===== src/hw/rtl/deq_pkg.sv =====
`timescale 1ns / 1ps
package deq_pkg;

	localparam int DEPTH = 16;
	localparam int IDX_W = (DEPTH > 1) ? $clog2(DEPTH) : 1;
	localparam int CNT_W = $clog2(DEPTH + 1);
	localparam int VAL_W = 32;

	localparam logic [2:0] REQ_PUSH_FRONT = 3'd0;
	localparam logic [2:0] REQ_PUSH_BACK  = 3'd1;
	localparam logic [2:0] REQ_POP_FRONT  = 3'd2;
	localparam logic [2:0] REQ_POP_BACK   = 3'd3;
	localparam logic [2:0] REQ_DISPLAY    = 3'd4;

	localparam logic [1:0] STS_OK    = 2'd0;
	localparam logic [1:0] STS_EMPTY = 2'd1;
	localparam logic [1:0] STS_FULL  = 2'd2;

	typedef struct packed {
		logic       wr_front;
		logic       wr_back;
		logic       rd_front;
		logic       rd_back;
		logic       rd_dsp_first;
		logic       rd_dsp_next;
		logic       ld_imm;
		logic       ld_mem;
		logic [1:0] imm_status;
		logic       ld_last;
	} dp_cmd_t;

	typedef struct packed {
		logic empty;
		logic full;
		logic dsp_last;
		logic out_valid;
	} dp_status_t;

	// (a + b) mod DEPTH for a, b below DEPTH
	function automatic logic [IDX_W-1:0] ring_add(input logic [IDX_W-1:0] a,
			input logic [IDX_W-1:0] b);
		logic [IDX_W:0] s;
		s = {1'b0, a} + {1'b0, b};
		if (s >= (IDX_W + 1)'(DEPTH)) begin
			s = s - (IDX_W + 1)'(DEPTH);
		end
		return s[IDX_W-1:0];
	endfunction

endpackage


===== src/hw/rtl/deq_ctrl.sv =====
`timescale 1ns / 1ps
module deq_ctrl (
	input  logic                  clk,
	input  logic                  arst_n,
	input  logic                  s_tvalid,
	output logic                  s_tready,
	input  logic [2:0]            req_type,
	input  logic                  m_tready,
	input  deq_pkg::dp_status_t   st,
	output deq_pkg::dp_cmd_t      cmd
);
	import deq_pkg::*;

	typedef enum logic [2:0] {
		S_IDLE = 3'b001,
		S_POP  = 3'b010,
		S_DSP  = 3'b100
	} state_t;

	state_t state_q, state_d;
	logic   out_free;
	logic   accept;

	assign out_free = !st.out_valid || m_tready;
	assign s_tready = (state_q == S_IDLE) && out_free;
	assign accept   = s_tvalid && s_tready;

	always_comb begin
		cmd     = '0;
		state_d = state_q;
		case (state_q)
			S_IDLE: begin
				if (accept) begin
					case (req_type) inside
						REQ_PUSH_FRONT, REQ_PUSH_BACK: begin
							cmd.ld_imm     = 1'b1;
							cmd.imm_status = st.full ? STS_FULL : STS_OK;
							cmd.wr_front   = !st.full && (req_type == REQ_PUSH_FRONT);
							cmd.wr_back    = !st.full && (req_type == REQ_PUSH_BACK);
						end
						REQ_POP_FRONT, REQ_POP_BACK: begin
							if (st.empty) begin
								cmd.ld_imm     = 1'b1;
								cmd.imm_status = STS_EMPTY;
							end else begin
								cmd.rd_front = (req_type == REQ_POP_FRONT);
								cmd.rd_back  = (req_type == REQ_POP_BACK);
								state_d      = S_POP;
							end
						end
						REQ_DISPLAY: begin
							if (st.empty) begin
								cmd.ld_imm     = 1'b1;
								cmd.imm_status = STS_EMPTY;
							end else begin
								cmd.rd_dsp_first = 1'b1;
								state_d          = S_DSP;
							end
						end
						default: begin
							// drop undefined requests
						end
					endcase
				end
			end
			S_POP: begin
				if (out_free) begin
					cmd.ld_mem  = 1'b1;
					cmd.ld_last = 1'b1;
					state_d     = S_IDLE;
				end
			end
			S_DSP: begin
				// hold the read data while the output is stalled
				if (out_free) begin
					cmd.ld_mem  = 1'b1;
					cmd.ld_last = st.dsp_last;
					if (st.dsp_last) begin
						state_d = S_IDLE;
					end else begin
						cmd.rd_dsp_next = 1'b1;
					end
				end
			end
			default: begin
				state_d = S_IDLE;
			end
		endcase
	end

	always_ff @(posedge clk or negedge arst_n) begin
		if (!arst_n) begin
			state_q <= S_IDLE;
		end else begin
			state_q <= state_d;
		end
	end

endmodule


===== src/hw/rtl/deq_dp.sv =====
`timescale 1ns / 1ps
module deq_dp (
	input  logic                             clk,
	input  logic                             arst_n,
	input  logic signed [deq_pkg::VAL_W-1:0] value,
	input  deq_pkg::dp_cmd_t                 cmd,
	output deq_pkg::dp_status_t              st,
	input  logic                             m_tready,
	output logic                             m_tvalid,
	output logic signed [deq_pkg::VAL_W-1:0] item_value,
	output logic [1:0]                       status,
	output logic                             last
);
	import deq_pkg::*;

	logic signed [VAL_W-1:0] mem [DEPTH];
	logic signed [VAL_W-1:0] rdata_q;

	logic [IDX_W-1:0] front_q;
	logic [CNT_W-1:0] count_q;
	logic [IDX_W-1:0] dsp_q;

	logic                    out_valid_q;
	logic [1:0]              out_status_q;
	logic signed [VAL_W-1:0] out_value_q;
	logic                    out_last_q;

	logic [IDX_W-1:0] front_prev;
	logic [IDX_W-1:0] front_next;
	logic [IDX_W-1:0] back_pos;
	logic [IDX_W-1:0] last_pos;
	logic [IDX_W-1:0] dsp_next;
	logic [IDX_W-1:0] raddr;
	logic [IDX_W-1:0] waddr;
	logic             rd_en;
	logic             wr_en;

	assign front_prev = ring_add(front_q, IDX_W'(DEPTH - 1));
	assign front_next = ring_add(front_q, IDX_W'(1));
	assign back_pos   = ring_add(front_q, IDX_W'(count_q));
	assign last_pos   = ring_add(front_q, IDX_W'(count_q - CNT_W'(1)));
	assign dsp_next   = IDX_W'(dsp_q + 1'b1);

	assign st.empty     = (count_q == '0);
	assign st.full      = (count_q == CNT_W'(DEPTH));
	assign st.dsp_last  = ((CNT_W'(dsp_q) + CNT_W'(1)) == count_q);
	assign st.out_valid = out_valid_q;

	assign wr_en = cmd.wr_front || cmd.wr_back;
	assign waddr = cmd.wr_front ? front_prev : back_pos;

	assign rd_en = cmd.rd_front || cmd.rd_back || cmd.rd_dsp_first || cmd.rd_dsp_next;

	always_comb begin
		raddr = front_q;
		if (cmd.rd_back) begin
			raddr = last_pos;
		end else if (cmd.rd_dsp_next) begin
			raddr = ring_add(front_q, dsp_next);
		end
	end

	always_ff @(posedge clk) begin
		if (wr_en) begin
			mem[waddr] <= value;
		end
		if (rd_en) begin
			rdata_q <= mem[raddr];
		end
	end

	always_ff @(posedge clk or negedge arst_n) begin
		if (!arst_n) begin
			front_q <= '0;
			count_q <= '0;
			dsp_q   <= '0;
		end else begin
			if (cmd.wr_front) begin
				front_q <= front_prev;
			end else if (cmd.rd_front) begin
				front_q <= front_next;
			end
			if (wr_en) begin
				count_q <= count_q + CNT_W'(1);
			end else if (cmd.rd_front || cmd.rd_back) begin
				count_q <= count_q - CNT_W'(1);
			end
			if (cmd.rd_dsp_first) begin
				dsp_q <= '0;
			end else if (cmd.rd_dsp_next) begin
				dsp_q <= dsp_next;
			end
		end
	end

	always_ff @(posedge clk or negedge arst_n) begin
		if (!arst_n) begin
			out_valid_q <= 1'b0;
		end else if (cmd.ld_imm || cmd.ld_mem) begin
			out_valid_q <= 1'b1;
		end else if (m_tready) begin
			out_valid_q <= 1'b0;
		end
	end

	always_ff @(posedge clk) begin
		if (cmd.ld_imm) begin
			out_status_q <= cmd.imm_status;
			out_value_q  <= '0;
			out_last_q   <= 1'b1;
		end else if (cmd.ld_mem) begin
			out_status_q <= STS_OK;
			out_value_q  <= rdata_q;
			out_last_q   <= cmd.ld_last;
		end
	end

	assign m_tvalid   = out_valid_q;
	assign item_value = out_value_q;
	assign status     = out_status_q;
	assign last       = out_last_q;

endmodule


===== src/hw/rtl/double_ended_queue_unit.sv =====
`timescale 1ns / 1ps
// A push answers from the output register; a pop or a display answers via the registered
// store read, then the output register, and a display emits one result per cycle while
// the output is free. Requests are taken only when idle with the output free; a pop or a
// display holds off new requests until its last result is loaded into the output.
// Reset: arst_n clears front index, count and output valid; store contents stay undefined.
module double_ended_queue_unit (
	input  logic        clk,
	input  logic        arst_n,
	input  logic        s_tvalid,
	output logic        s_tready,
	input  logic [31:0] s_tdata,  // [31:0] value
	input  logic [2:0]  s_tuser,  // [2:0] req_type
	output logic        m_tvalid,
	input  logic        m_tready,
	output logic [31:0] m_tdata,  // [31:0] item_value
	output logic [1:0]  m_tuser,  // [1:0] status
	output logic        m_tlast   // last
);
	import deq_pkg::*;

	dp_cmd_t           cmd;
	dp_status_t        st;
	logic signed [VAL_W-1:0] item_value;

	deq_ctrl u_ctrl (
		.clk      (clk),
		.arst_n   (arst_n),
		.s_tvalid (s_tvalid),
		.s_tready (s_tready),
		.req_type (s_tuser),
		.m_tready (m_tready),
		.st       (st),
		.cmd      (cmd)
	);

	deq_dp u_dp (
		.clk        (clk),
		.arst_n     (arst_n),
		.value      ($signed(s_tdata)),
		.cmd        (cmd),
		.st         (st),
		.m_tready   (m_tready),
		.m_tvalid   (m_tvalid),
		.item_value (item_value),
		.status     (m_tuser),
		.last       (m_tlast)
	);

	assign m_tdata = $unsigned(item_value);

endmodule


===== config.mk =====
export PLATFORM = sky130hd
export DESIGN_NAME = double_ended_queue_unit
export DESIGN_NICKNAME = d
export VERILOG_FILES = /design/src/hw/rtl/deq_pkg.sv /design/src/hw/rtl/deq_ctrl.sv /design/src/hw/rtl/deq_dp.sv /design/src/hw/rtl/double_ended_queue_unit.sv
export SDC_FILE = /design/constraint.sdc
export NUM_CORES = 1
export LEC_CHECK = 0
export BUFFER_PORTS_ARGS = -buffer_cell sky130_fd_sc_hd__buf_2
export CAP_MARGIN = 25
export CORE_ASPECT_RATIO = 0.9
export CORE_MARGIN = 2
export CORE_UTILIZATION = 45
export DETAILED_ROUTE_END_ITERATION = 7
export GPL_TIMING_DRIVEN = 0
export PLACE_DENSITY = 0.68
export SLEW_MARGIN = 15
export SYNTH_ARGS = -nofsm -noshare
export SYNTH_HDL_FRONTEND = slang
export SYNTH_SLANG_ARGS = --single-unit
export TNS_END_PERCENT = 1

===== constraint.sdc =====
create_clock -name clk -period 4.69 [get_ports clk]
set_input_delay 0.7035 -clock clk [delete_from_list [all_inputs] [get_ports clk]]
set_output_delay 0.7035 -clock clk [all_outputs]
set_load 0.05 [all_outputs]

==> results of run 1 <==
-- path summary, 6_finish.rpt --
check	start	to	slack, ns	depth (start not counted)
max	u_dp.count_q[1]$_DFFE_PN0P_	u_dp.rdata_q[10]$_DFFE_PP_	0.38	13
min	arst_n	u_dp.front_q[3]$_DFFE_PN0P_	0.02	1
max reg2reg	u_dp.count_q[1]$_DFFE_PN0P_	u_dp.rdata_q[10]$_DFFE_PP_	0.38	13
min reg2reg	u_dp.item_value[3]$_SDFFE_PN0P_	u_dp.item_value[3]$_SDFFE_PN0P_	0.45	2
max in group asynchronous	arst_n	u_ctrl.state_q[0]$_DFFE_PN1P_	4.33	1
min in group clk	u_dp.item_value[3]$_SDFFE_PN0P_	u_dp.item_value[3]$_SDFFE_PN0P_	0.45	2
-- registers in the layout, summed over array words and instances, names as in the netlist --
name             flops
u_dp.front_q         4
u_dp.status          2
u_dp.item_value     32
u_dp.last            1
u_dp.rdata_q        32
u_dp.mem           512
u_dp.count_q         5
u_dp.dsp_q           4
u_ctrl.state_q       3
u_dp.m_tvalid        1
-- worst register-to-register path, delay by kind of cell (launching register included) --
| kind | cells | cell delay, ns |
|---|---|---|
| flip-flops | 1 | 0.51 |
| adder cells (fa/ha/maj) | 2 | 0.63 |
| XOR/XNOR | 2 | 0.31 |
| AO/OA/AOI/OAI | 4 | 0.75 |
| AND/OR/NAND/NOR | 2 | 0.91 |
| buffers and inverters | 3 | 0.88 |
-- power breakdown --
group	total (W)	switching (W)	internal, W
Combinational	0.00497	0.00315	0.00182
Clock	0.00439	0.00192	0.00247
Sequential	0.00649	0.000175	0.00631
-- cell type report --
cell class / count / area, um^2 / area share, %
Inverter: 11 / 41.3 / 0.153
Multi-Input combinational cell: 709 / 5520 / 20.5
Clock buffer: 79 / 1550 / 5.74
Buffer: 72 / 455 / 1.69
Sequential cell: 596 / 17500 / 64.8
Timing Repair Buffer: 95 / 828 / 3.07
Tap cell: 688 / 861 / 3.19
Clock inverter: 26 / 236 / 0.877
-- metrics by stage --
step	setup TNS [ns]	instances	cell area [um^2]	setup slack (ns)	utilization [%]
2_1_floorplan	0	1388	23400	0.356	-
3_3_place_gp	-833.49	2150	24600	-1.90	47.8
3_5_place_dp	0	2171	25200	0.166	48.9
4_1_cts	0	2276	27000	0.408	52.4
5_1_grt	0	2276	27000	0.187	52.4
6_report	0	2276	27000	0.385	52.4
-- cell families (layout without fill, tap and decap cells) --
| kind of cell | Yosys count | count (layout) |
|---|---|---|
| buffers and inverters | 83 | 283 |
| xor gates and xnor gates | 27 | 27 |
| adders and majority gates | 18 | 18 |
| DFF | 596 | 596 |
| muxes | 257 | 257 |
| AOI/OAI and AO/OA | 203 | 203 |
| and+or+nand+nor | 204 | 204 |
-- cells in the mapped netlist, types with 2 or more instances --
cell type | instances | area [um^2]
sky130_fd_sc_hd__nand3_2 | 4 | 40.0
sky130_fd_sc_hd__buf_6 | 15 | 169
sky130_fd_sc_hd__xor2_1 | 13 | 114
sky130_fd_sc_hd__or3_1 | 2 | 12.5
sky130_fd_sc_hd__o22ai_1 | 129 | 807
sky130_fd_sc_hd__xnor2_1 | 14 | 123
sky130_fd_sc_hd__nor3b_1 | 2 | 15.0
sky130_fd_sc_hd__nor4_1 | 2 | 12.5
sky130_fd_sc_hd__a21oi_1 | 39 | 195
sky130_fd_sc_hd__or4_1 | 33 | 248
sky130_fd_sc_hd__nand2_1 | 80 | 300
sky130_fd_sc_hd__nand3_1 | 17 | 85.1
sky130_fd_sc_hd__nor2_1 | 31 | 116
sky130_fd_sc_hd__mux2i_1 | 257 | 2570
sky130_fd_sc_hd__nand2b_1 | 2 | 12.5
sky130_fd_sc_hd__a21o_1 | 3 | 22.5
sky130_fd_sc_hd__fa_1 | 3 | 60.1
sky130_fd_sc_hd__buf_4 | 11 | 82.6
sky130_fd_sc_hd__o21ai_0 | 12 | 60.1
sky130_fd_sc_hd__clkbuf_1 | 21 | 78.8
sky130_fd_sc_hd__o31ai_1 | 2 | 15.0
sky130_fd_sc_hd__edfxtp_1 | 546 | 16400
sky130_fd_sc_hd__and2_1 | 2 | 12.5
sky130_fd_sc_hd__dfxtp_1 | 33 | 661
sky130_fd_sc_hd__a31oi_1 | 2 | 12.5
sky130_fd_sc_hd__o211a_1 | 2 | 20.0
sky130_fd_sc_hd__and3_1 | 10 | 62.6
sky130_fd_sc_hd__ha_1 | 15 | 188
sky130_fd_sc_hd__nor3_1 | 9 | 45.0
sky130_fd_sc_hd__buf_2 | 25 | 125
sky130_fd_sc_hd__dfrtp_1 | 16 | 400
sky130_fd_sc_hd__a22oi_1 | 2 | 15.0
sky130_fd_sc_hd__inv_1 | 11 | 41.3
sky130_fd_sc_hd__nand4_1 | 2 | 12.5
-- routing by layer --
layer | routed length [um] | global-route usage [%] | part of all wire [%] | up-vias
met2 | 25100 | 32.1 | 46 | 498
met1 | 23700 | 28.7 | 44 | 6468
li1 | - | - | - | 5776
met3 | 4060 | 3.98 | 7.5 | 89
met5 | 23 | 0 | 0.043 | -
met4 | 1180 | 5.79 | 2.2 | 4
==> results, run 1 <==
- The run finished with clean final reports.
- The first TritonRoute pass finished after 5 iterations.
- The number of buffers created by CTS is 56.
- The register area share after synthesis is 74.8%.
- The library cell used most frequently in the layout, excluding fill and tap cells, is sky130_fd_sc_hd__edfxtp_1.
- For the worst setup path, the data arrival time is 4.63 ns.
- The multiplexer area fraction after synthesis is 11.0%.
- Max-cap violations in this run came to 0.
- TritonCTS built the clock tree.
- The highest ir drop seen on vdd is 0.000318 V.
- The final number of max-transition violations is 0.
- Subtracting the final worst setup slack from the clock period gives 4.31 ns.
- Global routing used 20.2% of the available tracks across all layers.
- The synthesized area per cell is 16.8 um^2.
- The post-route total power is 0.0158 W.
- Setup violations remaining at the end of the flow were counted as 0.
- The area growth from synthesis to final layout is 15.4%.
- The source-to-sink clock delay at the later pin of the worst-skew pair is 0.62 ns.
- The critical path in this run is classified as reg -> reg.
- Based on the critical path, the design can be clocked at up to 232 MHz.
- The static power due to leakage is 9.66 nW.
- When the netlist entered floorplanning its net count stood at 1,445.
- At the pin with the least slew margin, the transition time is 0.895 ns.
- Port buffering added 74 buffers.
- The starting density of the core is 45.4%.
- The min-delay analysis places its worst path in the category in -> async.
- The placer congestion estimate is 0.779.
- The clock transition time at the flip-flop clock pins of the worst setup and hold paths is 0.06 ns.
- The combinational family with the most area after synthesis is multiplexers.
- The net count of the finished layout is 1,598.
- Once detailed placement completed, the half-perimeter wirelength came to 34,400 um.
- The final hold violation count is 0.
- Counting distinct cell types in the post-synthesis netlist gives 55.
- The signal on the critical path passes through inv_1, ha_1, inv_1, ha_1, a21o_1, a21oi_1, xnor2_1, a32oi_2, xor2_1, nand3_1, clkbuf_1, o22ai_1, or4_1.
- In this run the horizontal extent of the chip is 244 um.
- The die is 220 um tall.
- The largest single stage delay on the critical path is 0.67 ns.
- The slowest stage of the critical path belongs to the cell sky130_fd_sc_hd__clkbuf_1.
- The wire length per cell is 23.8 um.
- The fraction of the mapped netlist area in compound gates is 5.40%.
- The required time reported for the critical path endpoint is 5.01 ns.
- Final hold analysis gives a worst-case slack of 0.0181 ns.
- The H-tree generated during clock tree synthesis spans 2 levels.
- In this run the count of I/O pins placed on the die edge is 76.
- The synthesized netlist devotes 4.57% of its cell area to simple gates.
- The cell count after synthesis came out at 1,388.
- CTS saw 596 sinks.
- Along the worst path, the maximum fanout reaches 10.
- In the final layout, the share of cells above drive strength 1 is 15.9%.
- The count of fill cells added during filler insertion is 4,157.
- Setup repair after global routing left no endpoint under its margin.
- The cell at the root of the clock tree is sky130_fd_sc_hd__clkbuf_16.
- The largest net degree at the start of global routing is 23.
- The first global-routing pass estimated 79,700 um of wire.
- The number of antenna diodes in the final layout is 0.
- The number of flip-flops and latches in the synthesized netlist is 596.
- In this run the remaining antenna-violating nets after routing total 0.
- The number of DRC markers in iteration 0 is 1,116.
- The area of the mapped netlist is 23,400 um^2.
- After floorplanning, the core was divided into 79 placement rows.
- The number of flops mapped to enable cells by yosys is 546.
- The prevailing post-synth register cell is sky130_fd_sc_hd__edfxtp_1.
- For this run, design rule violations remaining after detail routing come to 0.
- The via density per instance is 5.64.
- The hold buffer count at cts is 0.
- The total setup buffers inserted after CTS is 0.
- The worst pin sits at a relative slew slack of 39.8%.
- Counting flops with an async set or reset pin after synthesis yields a share of 2.85%.
- The buffers plus inverters on the worst setup path is 3.
- The aggregate routed wire length is 54,100 um.
- The startpoint class of the critical path is a flop.
- The total congestion overflow after global routing is 0.
- The initial antenna violation count is 2.
- The share of the cycle needed by the critical path after routing is 91.8%.
- The number of global-route vias before repair is 12,600.
- The worst setup path is captured at a flop.
- The xor/xnor cell area share of the yosys netlist is 1.01%.
- The largest delay contributor family on the critical path is simple AND/OR/NAND/NOR gates.
- In this run the deepest clock path goes through 3 buffers.
- After Yosys synthesis, full adders, half adders and majority gates account for 1.06% of the synthesized area.
- The number of instances resized during post-cts repair is 0.
- The library cells used most frequently in the layout, excluding fill and tap cells, are 546 x sky130_fd_sc_hd__edfxtp_1, 257 x sky130_fd_sc_hd__mux2i_1, 129 x sky130_fd_sc_hd__o22ai_1.
- In this run the standard cell core region covers 51,500 um^2.
- The total power density per cell area is 587 nW/um^2.
- The count of vias placed by the detailed router is 12,800.
- The die covers 53,800 um^2.
- The count of yosys warnings during synthesis is 0.
- The worst setup skew after layout is 0.0129 ns.
(Power assumes the default switching activity.)
==> inputs of run 2 (changes only) <==
--- a/config.mk
+++ b/config.mk
@@ -9,10 +9,10 @@
 export CAP_MARGIN = 25
 export CORE_ASPECT_RATIO = 0.9
 export CORE_MARGIN = 2
-export CORE_UTILIZATION = 45
+export CORE_UTILIZATION = 30
 export DETAILED_ROUTE_END_ITERATION = 7
 export GPL_TIMING_DRIVEN = 0
-export PLACE_DENSITY = 0.68
+export PLACE_DENSITY = 0.51
 export SLEW_MARGIN = 15
 export SYNTH_ARGS = -nofsm -noshare
 export SYNTH_HDL_FRONTEND = slang
==> results, run 2 (synthesized netlist as in run 1, its figures left out) <==
- The area taken by flip-flops and latches is 17,500 um^2 (unchanged).
- The remaining max-slew budget at the tightest pin is 40.1% (+0.25 points).
- The total congestion overflow after global routing is 0 (unchanged).
- STA classifies the critical path startpoint as a flop.
- The highest ir drop seen on vdd is 0.000303 V (-4.6%).
- The total number of clock tree sinks is 596 (unchanged).
- The worst hold path belongs to the class in -> async.
- The critical path in this run is classified as reg -> reg.
- The die height is 269 um (+22%).
- The critical path goes through inv_1, ha_1, inv_1, ha_1, a21o_1, a21oi_1, xnor2_1, a32oi_2, xor2_1, nand3_1, clkbuf_1, o22ai_1, or4_1.
- The source-to-sink clock delay at the later pin of the worst-skew pair was 0.60 ns (-0.02 ns).
- The required time reported for the critical path endpoint came to 4.96 ns (-0.05 ns).
- The library cell used most frequently in the layout, excluding fill and tap cells, is sky130_fd_sc_hd__edfxtp_1.
- The total routing resource utilization after global routing came to 14.8% (-5.4 points).
- The minimum hold slack came to 0.0397 ns (+0.0216 ns).
- The hold buffer count at cts is 0 (unchanged).
- The count of placed standard cells including taps came to 2,522 (+16%).
- The largest net degree at the start of global routing is 33 (+43%).
- The buffers plus inverters on the worst setup path is 3 (unchanged).
- The slowest stage of the critical path is the sky130_fd_sc_hd__or4_1 cell.
- The initial antenna violation count is 4 (+2).
- The maximum operating frequency came to 229 MHz (-1.2%).
- The die area is 80,100 um^2 (+49%).
- The number of DRC markers in iteration 0 came to 1,236 (+11%).
- The actual transition at the worst max-transition pin was 0.899 ns (+0.00363 ns).
- The maximum root-to-sink buffer count is 3 (unchanged).
- The remaining design rule violation count came to 0 (unchanged).
- The worst setup path is captured at a flop.
- The flow ran to the end, and the final reports show no timing, DRC or antenna violations.
- The number of core rows is 97 (+23%).
- The number of port buffers is 74 (unchanged).
- The count of vias placed by the detailed router is 12,800 (-0.45%).
- The post-detailed-placement half-perimeter wirelength came to 38,100 um (+11%).
- The final worst setup slack is 0.332 ns (-0.0531 ns).
- The number of global-route vias before repair is 12,700 (+0.82%).
- The max-cap violation count was 0 (unchanged).
- The final cell count without fillers is 2,636 (+16%).
- The total number of H-tree levels is 3 (+1).
- The worst setup skew after layout is 0.0333 ns (+0.0204 ns).
- Relative to the synthesized area, the layout overhead comes to 18.3%.
- The final hold violation count was 0 (unchanged).
- The layout cell share with drive strength beyond 1 is 16.6% (+0.67 points).
- The aggregate routed wire length came to 59,600 um (+10%).
- The pre-CTS worst setup slack is 0.193 ns (+0.0271 ns).
- The core footprint is 77,400 um^2 (+50%).
- The largest delay contributor family on the critical path is simple AND/OR/NAND/NOR gates.
- The number of primary I/O pins is 76 (unchanged).
- The starting density of the core was 30.2% (-15 points).
- The count of fill cells added during filler insertion is 7,346 (+77%).
- The flip-flop count of the largest register, all copies and words added was 512 (unchanged).
- TritonCTS built the clock tree.
- The time the worst path needs with I/O delays and setup is 4.36 ns (+0.0531 ns).
- The share of the cycle needed by the critical path after routing came to 92.9% (+1.1 points).
- u_dp.mem holds more flip-flops than any other register.
- The area taken by multi-input logic gates is 5530 um^2 (+0.14%).
- The detailed-routing iteration count for the pre-antenna-repair pass is 5 (unchanged).
- The cell at the root of the clock tree is sky130_fd_sc_hd__clkbuf_16.
- The stage delay of the slowest cell on the critical path is 0.66 ns (about the same).
- The number of buffers created by CTS is 66 (+18%).
- The clock transition time at the flip-flop clock pins of the worst setup and hold paths is 0.06 ns (about the same).
- The arrival time reported for the critical path endpoint is 4.63 ns (about the same).
- The final number of max-transition violations was 0 (unchanged).
- The placer congestion estimate was 0.755 (-3.1%).
- Leaving out fill and tap cells, the most frequent cells in the layout are 546 x sky130_fd_sc_hd__edfxtp_1, 257 x sky130_fd_sc_hd__mux2i_1, 129 x sky130_fd_sc_hd__o22ai_1.
- The maximum fanout count along the critical path is 10 (unchanged).
- The via density per instance was 4.85 (-14%).
- The first-pass GRT wire length is 86,200 um (+8.2%).
- Setup repair after global routing left no endpoint under its margin.
- The number of antenna-violating nets in the routed design came to 0 (unchanged).
- The die span in x came to 298 um (+22%).
- The number of instances resized during post-cts repair came to 0 (unchanged).
- The final count of negative-setup-slack endpoints is 0 (unchanged).
- The static power due to leakage is 9.80 nW (+1.4%).
- The total setup buffers inserted after CTS is 0 (unchanged).
- The wire length per cell was 22.6 um (-4.8%).
- The total power density per cell area is 598 nW/um^2 (+1.8%).
- The total number of nets in the final design is 1,608 (+0.63%).
[run 2: cell count changes in the layout (fill, tap and decap cells not counted), sizes merged]
cell | before | now
clkinv | 19 | 20
inv | 11 | 12
bufinv | 3 | 6
clkbuf | 100 | 106
diode | 0 | 1
clkinvlp | 4 | 1
[run 2: power by group]
group / switching (W) / internal [W] / total [W]
clock network: 0.00201 / 0.00299 / 0.00501
logic: 0.00322 / 0.00181 / 0.00503
registers: 0.000177 / 0.00631 / 0.00649
[run 2: final cells by class]
type	count	area share, %
diodes	1	0.00905
plain buffers	72	1.65
repair buffers	95	2.75
clock inverters	28	1.07
inverters	11	0.149
clock buffers	85	6.42
flip-flops and latches	596	63.3
multi-input cells	709	20.0
well taps	1039	4.70
[run 2: worst paths after layout]
path	from	to	slack (ns)	cells after the start
max in group asynchronous	arst_n	u_ctrl.state_q[0]$_DFFE_PN1P_	4.28	1
min	arst_n	u_dp.front_q[1]$_DFFE_PN0P_	0.04	1
max	u_dp.count_q[0]$_DFFE_PN0P_	u_dp.rdata_q[9]$_DFFE_PP_	0.33	13
min reg2reg	u_dp.item_value[26]$_SDFFE_PN0P_	u_dp.item_value[26]$_SDFFE_PN0P_	0.45	2
max reg2reg	u_dp.count_q[0]$_DFFE_PN0P_	u_dp.rdata_q[9]$_DFFE_PP_	0.33	13
min in group clk	u_dp.item_value[26]$_SDFFE_PN0P_	u_dp.item_value[26]$_SDFFE_PN0P_	0.45	2
[run 2: metal layers]
layer  part of all wire (%)  track usage (%)  vias up  wire length [um]
met3                    6.4             3.29       89              3810
met2                     46             23.7      375             27300
met4                    2.2             3.99        4              1300
met5                  0.039                0        -                23
met1                     46             20.4     6494             27100
li1                       -                -     5815                 -
[run 2: through the flow]
stage / utilization, % / TNS [ns] / total power (W) / area, um^2
2_1_floorplan: - / 0 / 0.00986 / 23400
3_3_place_gp: 32.3 / -986.04 / 0.0114 / 25000
3_5_place_dp: 33.0 / 0 / 0.0117 / 25600
4_1_cts: 35.7 / 0 / 0.0167 / 27600
5_1_grt: 35.7 / 0 / 0.0173 / 27600
6_report: 35.7 / 0 / 0.0165 / 27600
